$ cat src/rtl/core/nll_pkg.sv
`timescale 1ns / 1ps
package nll_pkg;

    localparam int VALUE_BITS = 64;
    localparam int LEN_BITS   = 16;

    // phases
    localparam logic [3:0] PH_IDLE     = 4'd0;
    localparam logic [3:0] PH_ZERO     = 4'd1;
    localparam logic [3:0] PH_PREFIX   = 4'd2;
    localparam logic [3:0] PH_DEC      = 4'd3;
    localparam logic [3:0] PH_DOT      = 4'd4;
    localparam logic [3:0] PH_FRAC     = 4'd5;
    localparam logic [3:0] PH_EXP      = 4'd6;
    localparam logic [3:0] PH_EXP_SIGN = 4'd7;
    localparam logic [3:0] PH_EXP_DIG  = 4'd8;
    localparam logic [3:0] PH_SUFFIX   = 4'd9;

    localparam logic [1:0] RX_BIN = 2'd0;
    localparam logic [1:0] RX_OCT = 2'd1;
    localparam logic [1:0] RX_DEC = 2'd2;
    localparam logic [1:0] RX_HEX = 2'd3;

    localparam logic [1:0] KIND_INT   = 2'd0;
    localparam logic [1:0] KIND_FLOAT = 2'd1;
    localparam logic [1:0] KIND_ERR   = 2'd2;

    localparam logic [2:0] ERR_NONE     = 3'd0;
    localparam logic [2:0] ERR_NO_DIG   = 3'd1;
    localparam logic [2:0] ERR_OVF      = 3'd2;
    localparam logic [2:0] ERR_INT_SFX  = 3'd3;
    localparam logic [2:0] ERR_FLT_SFX  = 3'd4;
    localparam logic [2:0] ERR_EXP      = 3'd5;

    localparam logic [3:0] SFX_NONE = 4'd0;

    // classified character
    typedef struct packed {
        logic [7:0] ch;        // zero for end mark
        logic       is_end;    // end of source, no character
        logic       is_dec;
        logic       is_us;
        logic       is_dot;
        logic       is_e;
        logic       is_sign;
        logic       is_alnum;
        logic       is_iu;
        logic       is_f;
        logic       pfx_ok;    // x/b/o
        logic [1:0] pfx_radix;
        logic       hex_ok;
        logic [3:0] hex_val;
    } t_item;

    function automatic logic [3:0] match_suffix(input logic [2:0] cnt, input logic [31:0] s);
        logic [3:0] code;
        code = SFX_NONE;
        if (cnt == 3'd2) begin
            if (s == {16'h0, "i8"}) code = 4'd1;
            if (s == {16'h0, "u8"}) code = 4'd6;
        end else if (cnt == 3'd3) begin
            if (s == {8'h0, "i16"}) code = 4'd2;
            if (s == {8'h0, "i32"}) code = 4'd3;
            if (s == {8'h0, "i64"}) code = 4'd4;
            if (s == {8'h0, "u16"}) code = 4'd7;
            if (s == {8'h0, "u32"}) code = 4'd8;
            if (s == {8'h0, "u64"}) code = 4'd9;
            if (s == {8'h0, "f32"}) code = 4'd11;
            if (s == {8'h0, "f64"}) code = 4'd12;
        end else if (cnt == 3'd4) begin
            if (s == "i128") code = 4'd5;
            if (s == "u128") code = 4'd10;
        end
        return code;
    endfunction

endpackage

$ cat src/rtl/core/nll_front.sv
`timescale 1ns / 1ps
module nll_front import nll_pkg::*; (
    input  logic  i_clk,
    input  logic  i_rst_n,
    input  logic  i_in_valid,
    output logic  o_in_ready,
    input  logic  i_op,
    input  logic  [7:0] i_ch,
    output logic  o_item_valid,
    input  logic  i_item_ready,
    output t_item o_item
);

    t_item      w_item;
    logic [7:0] w_c;
    t_item      r_q [2];
    logic       r_wr;
    logic       r_rd;
    logic [1:0] r_cnt;
    logic       w_push;
    logic       w_pop;

    always_comb begin
        w_c = i_op ? 8'h00 : i_ch;
        w_item           = '0;
        w_item.ch        = w_c;
        w_item.is_end    = i_op;
        w_item.is_dec    = (w_c >= "0") && (w_c <= "9");
        w_item.is_us     = (w_c == "_");
        w_item.is_dot    = (w_c == ".");
        w_item.is_e      = (w_c == "e") || (w_c == "E");
        w_item.is_sign   = (w_c == "+") || (w_c == "-");
        w_item.is_alnum  = w_item.is_dec || ((w_c >= "a") && (w_c <= "z"))
                           || ((w_c >= "A") && (w_c <= "Z"));
        w_item.is_iu     = (w_c == "i") || (w_c == "u");
        w_item.is_f      = (w_c == "f");
        w_item.pfx_ok    = 1'b1;
        if ((w_c == "x") || (w_c == "X"))      w_item.pfx_radix = RX_HEX;
        else if ((w_c == "b") || (w_c == "B")) w_item.pfx_radix = RX_BIN;
        else if ((w_c == "o") || (w_c == "O")) w_item.pfx_radix = RX_OCT;
        else begin
            w_item.pfx_ok    = 1'b0;
            w_item.pfx_radix = RX_DEC;
        end
        w_item.hex_ok = 1'b1;
        if (w_item.is_dec)                        w_item.hex_val = 4'(w_c - "0");
        else if ((w_c >= "a") && (w_c <= "f"))    w_item.hex_val = 4'(w_c - "a" + 8'd10);
        else if ((w_c >= "A") && (w_c <= "F"))    w_item.hex_val = 4'(w_c - "A" + 8'd10);
        else begin
            w_item.hex_ok  = 1'b0;
            w_item.hex_val = 4'd0;
        end
    end

    assign o_in_ready   = (r_cnt != 2'd2);
    assign w_push       = i_in_valid && o_in_ready;
    assign o_item_valid = (r_cnt != 2'd0);
    assign w_pop        = o_item_valid && i_item_ready;
    assign o_item       = r_q[r_rd];

    always_ff @(posedge i_clk) begin
        if (w_push) begin
            r_q[r_wr] <= w_item;
        end
    end

    always_ff @(posedge i_clk) begin
        if (!i_rst_n) begin
            r_wr  <= 1'b0;
            r_rd  <= 1'b0;
            r_cnt <= 2'd0;
        end else begin
            if (w_push) r_wr <= ~r_wr;
            if (w_pop)  r_rd <= ~r_rd;
            r_cnt <= r_cnt + 2'(w_push) - 2'(w_pop);
        end
    end

endmodule

$ cat src/rtl/core/nll_back.sv
`timescale 1ns / 1ps
module nll_back import nll_pkg::*; (
    input  logic  i_clk,
    input  logic  i_rst_n,
    input  logic  i_item_valid,
    output logic  o_item_ready,
    input  t_item i_item,
    output logic  o_out_valid,
    input  logic  i_out_ready,
    output logic  [1:0] o_kind,
    output logic  [VALUE_BITS-1:0] o_value,
    output logic  [1:0] o_radix,
    output logic  [3:0] o_suffix_code,
    output logic  [2:0] o_error_code,
    output logic  [LEN_BITS-1:0] o_length
);

    logic [3:0]            r_phase, n_phase;
    logic [1:0]            r_radix, n_radix;
    logic [VALUE_BITS-1:0] r_acc, n_acc;
    logic                  r_ovf, n_ovf;
    logic                  r_dig, n_dig;
    logic                  r_dchar, n_dchar;
    logic                  r_flt, n_flt;
    logic [LEN_BITS-1:0]   r_len, n_len;
    logic [31:0]           r_sfx, n_sfx;
    logic [2:0]            r_scnt, n_scnt;
    logic                  r_sfx_f, n_sfx_f;

    logic                  r_ovalid;
    logic [1:0]            r_kind;
    logic [VALUE_BITS-1:0] r_value;
    logic [1:0]            r_oradix;
    logic [3:0]            r_code;
    logic [2:0]            r_err;
    logic [LEN_BITS-1:0]   r_olen;

    logic                  w_go;
    logic                  w_emit;
    logic [1:0]            w_kind;
    logic [VALUE_BITS-1:0] w_value;
    logic [3:0]            w_code;
    logic [2:0]            w_err;
    logic [3:0]            w_ph;
    logic [3:0]            w_d;
    logic                  w_dok;
    logic [VALUE_BITS+3:0] w_ext, w_prod;
    logic [VALUE_BITS-1:0] w_nacc;
    logic                  w_novf;
    logic [LEN_BITS-1:0]   w_len1, w_len2;
    logic [3:0]            w_match;

    assign o_item_ready = !r_ovalid || i_out_ready;
    assign w_go         = i_item_valid && o_item_ready;

    // one shift-add digit step
    always_comb begin
        w_d   = (r_phase == PH_IDLE) ? 4'(i_item.ch - "0") : i_item.hex_val;
        w_ext = {4'd0, r_acc};
        case (r_radix)
            RX_BIN:  w_prod = (w_ext << 1) + (VALUE_BITS+4)'(w_d);
            RX_OCT:  w_prod = (w_ext << 3) + (VALUE_BITS+4)'(w_d);
            RX_HEX:  w_prod = (w_ext << 4) + (VALUE_BITS+4)'(w_d);
            default: w_prod = (w_ext << 3) + (w_ext << 1) + (VALUE_BITS+4)'(w_d);
        endcase
        if (r_phase == PH_IDLE) begin
            w_nacc = VALUE_BITS'(w_d);
            w_novf = 1'b0;
        end else if (r_ovf) begin
            w_nacc = r_acc;
            w_novf = 1'b1;
        end else if (w_prod[VALUE_BITS+3:VALUE_BITS] != 4'd0) begin
            w_nacc = r_acc;
            w_novf = 1'b1;
        end else begin
            w_nacc = w_prod[VALUE_BITS-1:0];
            w_novf = 1'b0;
        end
        case (r_radix)
            RX_BIN:  w_dok = i_item.hex_ok && (i_item.hex_val < 4'd2);
            RX_OCT:  w_dok = i_item.hex_ok && (i_item.hex_val < 4'd8);
            RX_DEC:  w_dok = i_item.hex_ok && (i_item.hex_val < 4'd10);
            default: w_dok = i_item.hex_ok;
        endcase
        w_len1  = (r_len == '1) ? r_len : r_len + 1'b1;
        w_len2  = (r_len >= LEN_BITS'(2'd2) - 1'b1 - LEN_BITS'(1'b1) - LEN_BITS'(1'b1) + '1 - LEN_BITS'(1'b1))
                  ? '1 : r_len + LEN_BITS'(2'd2);
        w_match = match_suffix(r_scnt, r_sfx);
    end

    always_comb begin
        n_phase = r_phase; n_radix = r_radix; n_acc = r_acc; n_ovf = r_ovf;
        n_dig = r_dig; n_dchar = r_dchar; n_flt = r_flt; n_len = r_len;
        n_sfx = r_sfx; n_scnt = r_scnt; n_sfx_f = r_sfx_f;
        w_emit = 1'b0; w_kind = KIND_INT; w_value = r_acc; w_code = SFX_NONE;
        w_err = ERR_NONE;
        w_ph = ((r_phase == PH_ZERO) && !i_item.pfx_ok) ? PH_DEC : r_phase;

        case (w_ph)
            PH_IDLE: begin
                if (i_item.is_end) begin
                    // end mark with nothing open
                end else if (!i_item.is_dec) begin
                    w_emit = 1'b1; w_kind = KIND_ERR; w_err = ERR_OVF;
                end else begin
                    n_acc = w_nacc; n_ovf = 1'b0; n_dig = 1'b1; n_dchar = 1'b1;
                    n_len = LEN_BITS'(1'b1);
                    n_phase = (i_item.ch == "0") ? PH_ZERO : PH_DEC;
                end
            end
            PH_ZERO: begin
                n_radix = i_item.pfx_radix; n_dig = 1'b0; n_dchar = 1'b0;
                n_len = w_len1; n_phase = PH_PREFIX;
            end
            PH_PREFIX: begin
                if (w_dok) begin
                    n_acc = w_nacc; n_ovf = w_novf; n_dig = 1'b1; n_dchar = 1'b1;
                    n_len = w_len1;
                end else if (i_item.is_us) begin
                    n_dchar = 1'b1; n_len = w_len1;
                end else if (!r_dchar) begin
                    w_emit = 1'b1; w_kind = KIND_ERR; w_err = ERR_NO_DIG;
                end else if (!r_dig || r_ovf) begin
                    w_emit = 1'b1; w_kind = KIND_ERR; w_err = ERR_OVF;
                end else if (i_item.is_iu) begin
                    n_sfx = {24'd0, i_item.ch}; n_scnt = 3'd1; n_sfx_f = 1'b0;
                    n_len = w_len1; n_phase = PH_SUFFIX;
                end else begin
                    w_emit = 1'b1;
                end
            end
            PH_DEC: begin
                if (i_item.is_dec) begin
                    n_acc = w_nacc; n_ovf = w_novf; n_dig = 1'b1; n_len = w_len1;
                end else if (i_item.is_us) begin
                    n_len = w_len1;
                end else if (i_item.is_dot) begin
                    n_phase = PH_DOT;
                end else if (i_item.is_e) begin
                    n_flt = 1'b1; n_dig = 1'b0; n_len = w_len1; n_phase = PH_EXP;
                end else if (i_item.is_iu || i_item.is_f) begin
                    n_sfx = {24'd0, i_item.ch}; n_scnt = 3'd1; n_sfx_f = i_item.is_f;
                    n_len = w_len1; n_phase = PH_SUFFIX;
                end else if (r_ovf) begin
                    w_emit = 1'b1; w_kind = KIND_ERR; w_err = ERR_OVF;
                end else begin
                    w_emit = 1'b1;
                end
            end
            PH_DOT: begin
                if (i_item.is_dec) begin
                    n_len = w_len2; n_flt = 1'b1; n_phase = PH_FRAC;
                end else if (r_ovf) begin
                    w_emit = 1'b1; w_kind = KIND_ERR; w_err = ERR_OVF;
                end else begin
                    w_emit = 1'b1;
                end
            end
            PH_FRAC, PH_EXP, PH_EXP_SIGN, PH_EXP_DIG: begin
                if ((w_ph == PH_FRAC) && (i_item.is_dec || i_item.is_us)) begin
                    n_len = w_len1;
                end else if ((w_ph == PH_FRAC) && i_item.is_e) begin
                    n_flt = 1'b1; n_dig = 1'b0; n_len = w_len1; n_phase = PH_EXP;
                end else if ((w_ph == PH_EXP) && i_item.is_sign) begin
                    n_len = w_len1; n_phase = PH_EXP_SIGN;
                end else if ((w_ph != PH_FRAC) && (i_item.is_dec || i_item.is_us)) begin
                    n_dig = r_dig || i_item.is_dec; n_len = w_len1; n_phase = PH_EXP_DIG;
                end else if ((w_ph != PH_FRAC) && !((w_ph == PH_EXP_DIG) && r_dig)) begin
                    w_emit = 1'b1; w_kind = KIND_ERR; w_err = ERR_EXP;
                end else if (i_item.is_f) begin
                    n_sfx = {24'd0, i_item.ch}; n_scnt = 3'd1; n_sfx_f = 1'b1;
                    n_len = w_len1; n_phase = PH_SUFFIX;
                end else begin
                    w_emit = 1'b1; w_kind = KIND_FLOAT; w_value = '0;
                end
            end
            PH_SUFFIX: begin
                if (i_item.is_alnum || i_item.is_us) begin
                    if (r_scnt < 3'd4) n_sfx = {r_sfx[23:0], i_item.ch};
                    if (r_scnt != 3'd7) n_scnt = r_scnt + 3'd1;
                    n_len = w_len1;
                end else begin
                    w_emit = 1'b1; w_code = w_match;
                    if (w_match == SFX_NONE) begin
                        w_kind = KIND_ERR;
                        w_err  = r_sfx_f ? ERR_FLT_SFX : ERR_INT_SFX;
                    end else if (r_sfx_f && r_flt) begin
                        w_kind = KIND_FLOAT; w_value = '0;
                    end else if (r_ovf) begin
                        w_kind = KIND_ERR; w_err = ERR_OVF;
                    end else begin
                        w_kind = r_sfx_f ? KIND_FLOAT : KIND_INT;
                    end
                end
            end
            default: begin
                n_phase = PH_IDLE;
            end
        endcase

        if (w_kind == KIND_ERR) begin
            w_value = '0; w_code = SFX_NONE;
        end
        if (w_emit || (w_ph > PH_SUFFIX)) begin
            n_phase = PH_IDLE; n_radix = RX_DEC; n_acc = '0; n_ovf = 1'b0;
            n_dig = 1'b0; n_dchar = 1'b0; n_flt = 1'b0; n_len = '0;
            n_sfx = '0; n_scnt = 3'd0; n_sfx_f = 1'b0;
        end
    end

    always_ff @(posedge i_clk) begin
        if (!i_rst_n) begin
            r_phase <= PH_IDLE; r_radix <= RX_DEC; r_acc <= '0; r_ovf <= 1'b0;
            r_dig <= 1'b0; r_dchar <= 1'b0; r_flt <= 1'b0; r_len <= '0;
            r_sfx <= '0; r_scnt <= 3'd0; r_sfx_f <= 1'b0; r_ovalid <= 1'b0;
        end else begin
            if (w_go) begin
                r_phase <= n_phase; r_radix <= n_radix; r_acc <= n_acc; r_ovf <= n_ovf;
                r_dig <= n_dig; r_dchar <= n_dchar; r_flt <= n_flt; r_len <= n_len;
                r_sfx <= n_sfx; r_scnt <= n_scnt; r_sfx_f <= n_sfx_f;
            end
            if (w_go) r_ovalid <= w_emit;
            else if (i_out_ready) r_ovalid <= 1'b0;
        end
    end

    always_ff @(posedge i_clk) begin
        if (w_go && w_emit) begin
            r_kind <= w_kind; r_value <= w_value; r_oradix <= r_radix;
            r_code <= w_code; r_err <= w_err; r_olen <= r_len;
        end
    end

    assign o_out_valid   = r_ovalid;
    assign o_kind        = r_kind;
    assign o_value       = r_value;
    assign o_radix       = r_oradix;
    assign o_suffix_code = r_code;
    assign o_error_code  = r_err;
    assign o_length      = r_olen;

    a_err_clean: assert property (@(posedge i_clk) disable iff (!i_rst_n)
        (r_ovalid && (r_kind == KIND_ERR)) |-> ((r_value == '0) && (r_code == SFX_NONE)))
        else $error("error result carries value or suffix");
    a_sfx_count: assert property (@(posedge i_clk) disable iff (!i_rst_n)
        (r_phase == PH_SUFFIX) |-> (r_scnt != 3'd0))
        else $error("suffix phase with no suffix chars");
    a_idle_clear: assert property (@(posedge i_clk) disable iff (!i_rst_n)
        (r_phase == PH_IDLE) |-> ((r_len == '0) && !r_ovf && (r_radix == RX_DEC)))
        else $error("idle phase with stale token state");
    a_hold: assert property (@(posedge i_clk) disable iff (!i_rst_n)
        (r_ovalid && !i_out_ready) |=> (r_ovalid && $stable(r_value) && $stable(r_olen)))
        else $error("pending result changed while stalled");

endmodule

$ cat src/rtl/core/numeric_literal_lexer_unit.sv
`timescale 1ns / 1ps
// channel   | valid        | ready        | payload
// ----------+--------------+--------------+-----------------------------------------
// input     | i_in_valid   | o_in_ready   | i_op, i_ch
// output    | o_out_valid  | i_out_ready  | o_kind, o_value, o_radix, o_suffix_code,
//           |              |              | o_error_code, o_length
//
// One request per cycle sustained while the output is not stalled; a result
// is held in the result register once the token's ending character leaves the classify queue.
// Synchronous active-low reset empties the queue and the token state.
// Output stalls back up through the 2-entry queue; input keeps flowing
// while a finished result waits only until that queue is full.
module numeric_literal_lexer_unit import nll_pkg::*; (
    input  logic                  i_clk,
    input  logic                  i_rst_n,
    input  logic                  i_in_valid,
    output logic                  o_in_ready,
    input  logic                  i_op,
    input  logic [7:0]            i_ch,
    output logic                  o_out_valid,
    input  logic                  i_out_ready,
    output logic [1:0]            o_kind,
    output logic [VALUE_BITS-1:0] o_value,
    output logic [1:0]            o_radix,
    output logic [3:0]            o_suffix_code,
    output logic [2:0]            o_error_code,
    output logic [LEN_BITS-1:0]   o_length
);

    // classified characters between front and back
    t_item w_item;
    logic  w_item_valid;
    logic  w_item_ready;

    // front: character class decode plus small queue
    nll_front u_front (
        .i_clk        (i_clk),
        .i_rst_n      (i_rst_n),
        .i_in_valid   (i_in_valid),
        .o_in_ready   (o_in_ready),
        .i_op         (i_op),
        .i_ch         (i_ch),
        .o_item_valid (w_item_valid),
        .i_item_ready (w_item_ready),
        .o_item       (w_item)
    );

    // back: token state machine, accumulator, result register
    nll_back u_back (
        .i_clk         (i_clk),
        .i_rst_n       (i_rst_n),
        .i_item_valid  (w_item_valid),
        .o_item_ready  (w_item_ready),
        .i_item        (w_item),
        .o_out_valid   (o_out_valid),
        .i_out_ready   (i_out_ready),
        .o_kind        (o_kind),
        .o_value       (o_value),
        .o_radix       (o_radix),
        .o_suffix_code (o_suffix_code),
        .o_error_code  (o_error_code),
        .o_length      (o_length)
    );

endmodule
$ cat config.mk
export PLATFORM = sky130hd
export DESIGN_NAME = numeric_literal_lexer_unit
export DESIGN_NICKNAME = d
export VERILOG_FILES = /design/src/rtl/core/nll_pkg.sv /design/src/rtl/core/nll_front.sv /design/src/rtl/core/nll_back.sv /design/src/rtl/core/numeric_literal_lexer_unit.sv
export SDC_FILE = /design/constraint.sdc
export NUM_CORES = 1
export LEC_CHECK = 0
export CAP_MARGIN = 20
export CORE_ASPECT_RATIO = 0.5
export CORE_MARGIN = 5
export CORE_UTILIZATION = 40
export CTS_BUF_LIST = sky130_fd_sc_hd__clkbuf_4 sky130_fd_sc_hd__clkbuf_8
export DETAILED_ROUTE_END_ITERATION = 8
export DONT_BUFFER_PORTS = 1
export PLACE_DENSITY_LB_ADDON = 0.15
export SLEW_MARGIN = 30
export SYNTH_ARGS = -nofsm -noshare
export SYNTH_HDL_FRONTEND = slang
export SYNTH_SLANG_ARGS = --single-unit
$ cat constraint.sdc
create_clock -name i_clk -period 11.3 [get_ports i_clk]
set_input_delay 1.695 -clock i_clk [delete_from_list [all_inputs] [get_ports i_clk]]
set_output_delay 1.695 -clock i_clk [all_outputs]
set_load 0.01 [all_outputs]
==> results.md <==
- Ys async rst share: 0%
- Via count: ~19000
- Critical path endpoint: u_back.r_acc[30]
- Gr busiest metal: met2
- Overall power: about 0.0037 W
- RePlAce Congestion: around 1
- Row count: 60
- FF+latch count, synth: about 270
- Post-CTS Setup Inserts: 0
- Setup Skew: 0.04795 ns
- Most used DFF post-synth: edfxtp_1
- Slew headroom: 38.70%
- Distinct cells, synth: 79
- Critical path endpoint category: flip-flop
- Crit start category: flip-flop
- Tcrit/Tclk final: 59.45%
- Share of cells above drive strength 1: between 6 and 7%
- Syn Nets: around 2800
- CTS Buffer Depth: 3
- Routed len/inst: roughly 21 microns
- Run status: finished clean
- Worst-Skew Late Latency: between 0.6 and 0.7 ns
- Critical path type: flip-flop to flip-flop
- PwrDens: 161.3 mW/mm^2
- Global route overflow: 0
- Largest net degree at the start of global routing: 77
- GR Layer Usage met1: between 30% and 40%
- I/O pin total: between 100 and 150
- HP Class: flip-flop to flip-flop
- Synth warnings: 0
- Setup TNS: 0 ns
- Met3 Use GR: between 3 and 4%
- Max Fclk: about 0.15 GHz
- Fin nets: 2629
- Die span in y: between 150 and 200 microns
- Root buf cell: clkbuf_8
- DR DRC count: 0
- Hold Path Cell Cnt: 2
- Crit-path max FO: 36
- Initial Utilization: roughly two fifths
- Sequential element share of the synthesized area: approximately a third
- Vias in the first global route: between 15000 and 20000
- Slew Limit Fails: 0
- Final setup fails: 0
- DRT antenna net count: 0
- Reg2reg start: u_back.r_phase[1]
- Hold_ws: around 0.47 ns
- Overall routing resource usage: between 20% and 30%
- Pre-CTS setup slack: between 4 and 5 ns
- CTS sink cnt: about 270
- Synth Cell Area: 0.02148 sq mm
- Maxcap violations: 0
- Worst-Margin Slew: about 0.91 ns
- Leakage: 8.580 nW
- R2R Setup Slk: around 4.6 ns
- CTS resizes: 0
- CTS tree: done
- Synth Instances: about 2600
- Die ar.: 0.05871 sq mm
- Worst setup startpoint: u_back.r_phase[1]
- H-tree Lvls: 2
- Post-route setup slack: ~4.6 ns
- Mean Syn Cell Area: approximately 8.3 sq um
- Post-DP HPWL: ~49000 microns
- Area delta synth->final: 6.624%
- Antenna cells: 0
- Initial antenna violation count: 0
- Clk pin slew, worst setup/hold paths: approximately 0.070 ns
- TritonCTS buffer count: 45
- Crit path arrival time: around 7.3 ns
- FF-to-FF End: u_back.r_acc[30]
- Drt via density: between 5 and 6
- Crit path required time: ~12 ns
- Final hold viol count: 0
- Core Area: approximately 0.053 sq mm
- Hold_buf cts: 0
- Initial DRC count: 1893
- Die W: ~340 microns
- PortBufs: 0
- DR pass1 iterations: 6
- First-pass GRT wire length: around 110000 microns
- VDD IR max: 89.58 uV
- EDFF count, synth: about 140
- Depth of the worst register-to-register path: 19
- Tmin final: about 6.7 ns
- Total Wirelength: between 60000 and 70000 microns
- RSZ-0062 raised after global routing: no
- Met2 usage: a little over a third
## cell usage after synthesis, drive strengths merged (10+ instances only)
cell type  number  share of area [%]
edfxtp        141                 20
or3            16               0.47
clkbuf        164                2.9
xnor2          94                3.8
a222oi         16               0.75
a21boi         15               0.52
o21ai         119                2.8
or2            10               0.29
nor4           18               0.65
nand4          67                2.0
and3           19               0.55
o21bai         17               0.59
a31oi          20               0.58
a211oi         14               0.49
a221o          34                1.6
nor2b          16               0.47
and2           72                2.1
mux2i          97                4.5
ha            152                8.9
nor3           83                2.0
a21oi         179                4.2
o211ai         25               0.87
nand2         346                6.0
o21a           11               0.38
buf            32               0.89
nor3b          11               0.38
nand3         106                2.5
nor2          177                3.1
a21o           39                1.4
inv            61                1.1
nand2b         22               0.64
o22ai          10               0.29
a221oi         38                1.5
xor2           85                3.5
dfxtp         132                 12
## layout make-up
class                           instances  area [sq um]
Clock buffer                           66         820.8
Clock inverter                         18         211.5
Fill cell                            5459         30550
Inverter                               61         229.0
Multi-Input combinational cell       2053         13640
Sequential cell                       273          6877
Tap cell                              713         892.1
Timing Repair Buffer                   27         232.7
## logic make-up after synthesis
family | share of synthesized area (%)
compound gates | 19.16
xor+xnor | 7.300
fa+ha+maj | 9.135
buf+inv | 4.818
flops | 32.02
mux | 4.731
simple gates | 22.84
## critical path, stage by stage (launching register included)
cell and delay, ns:
dfxtp_1 0.48, nor2_1 0.27, nand2_1 0.32, a21boi_0 0.47, inv_1 0.11, fa_1 0.49, inv_1 0.06, ha_1 0.27
a21oi_1 0.07, o211ai_1 0.33, nand4_1 0.24, a2111oi_0 0.63, o211ai_1 0.24, a211oi_1 0.58, a21oi_1 0.15, xnor2_1 0.19
a2111oi_4 0.38, o31a_2 0.44, buf_4 0.59, mux2i_1 0.25
## worst min path at each step
stage	startpoint	to	slack, ns
2_1_floorplan	u_back.r_len[5]	u_back.o_length[5]	0.41
3_3_place_gp	u_back.r_sfx[24]	u_back.r_sfx[24]	0.46
3_5_place_dp	u_back.r_sfx[24]	u_back.r_sfx[24]	0.46
4_1_cts	u_back.r_sfx[24]	u_back.r_sfx[24]	0.47
5_1_grt	u_back.r_sfx[25]	u_back.r_sfx[25]	0.51
6_report	u_back.r_sfx[24]	u_back.r_sfx[24]	0.47
## sequential cells by signal, summed over array words and instances, names as in the netlist, 3 cells and up, named ones only
| signal | count |
|---|---|
| u_back.r_scnt | 3 |
| u_back.r_sfx | 32 |
| u_back.o_suffix_code | 4 |
| u_back.r_len | 16 |
| u_front.r_q | 50 |
| u_back.o_length | 16 |
| u_back.o_value | 64 |
| u_back.o_error_code | 3 |
| u_back.r_phase | 4 |
| u_back.r_acc | 64 |
## placed cells by master, fill, tap and decap left out, types with 39 or more instances in the layout
master / n
and2_1: 72
edfxtp_1: 141
ha_1: 148
mux2i_1: 97
a21o_1: 39
a21oi_1: 176
clkbuf_8: 52
nand2_1: 346
xnor2_1: 94
nand3_1: 106
xor2_1: 85
nor2_1: 176
o21ai_0: 114
dfxtp_1: 132
nand4_1: 66
inv_1: 60
nor3_1: 78
## metal layers
metal	vias to the layer above	part of all wire [%]
li1	9230	-
met1	9152	47
met2	619	45
met3	101	6.4
met4	0	2.2
met5	-	0
## through the flow
stage	utilization (%)	std cells	instance area [sq um]
4_1_cts	42.75	3209	22850
2_1_floorplan	-	2583	21480
3_3_place_gp	40.81	3125	21810
3_5_place_dp	40.82	3125	21820
6_report	42.84	3211	22900
5_1_grt	42.84	3211	22900
## power breakdown
group / switching [W] / internal, W
clock: 0.000445 / 0.000563
sequential: 0.000162 / 0.00124
combinational: 0.000866 / 0.000418
Note: power is estimated with default switching activity, not from simulation.
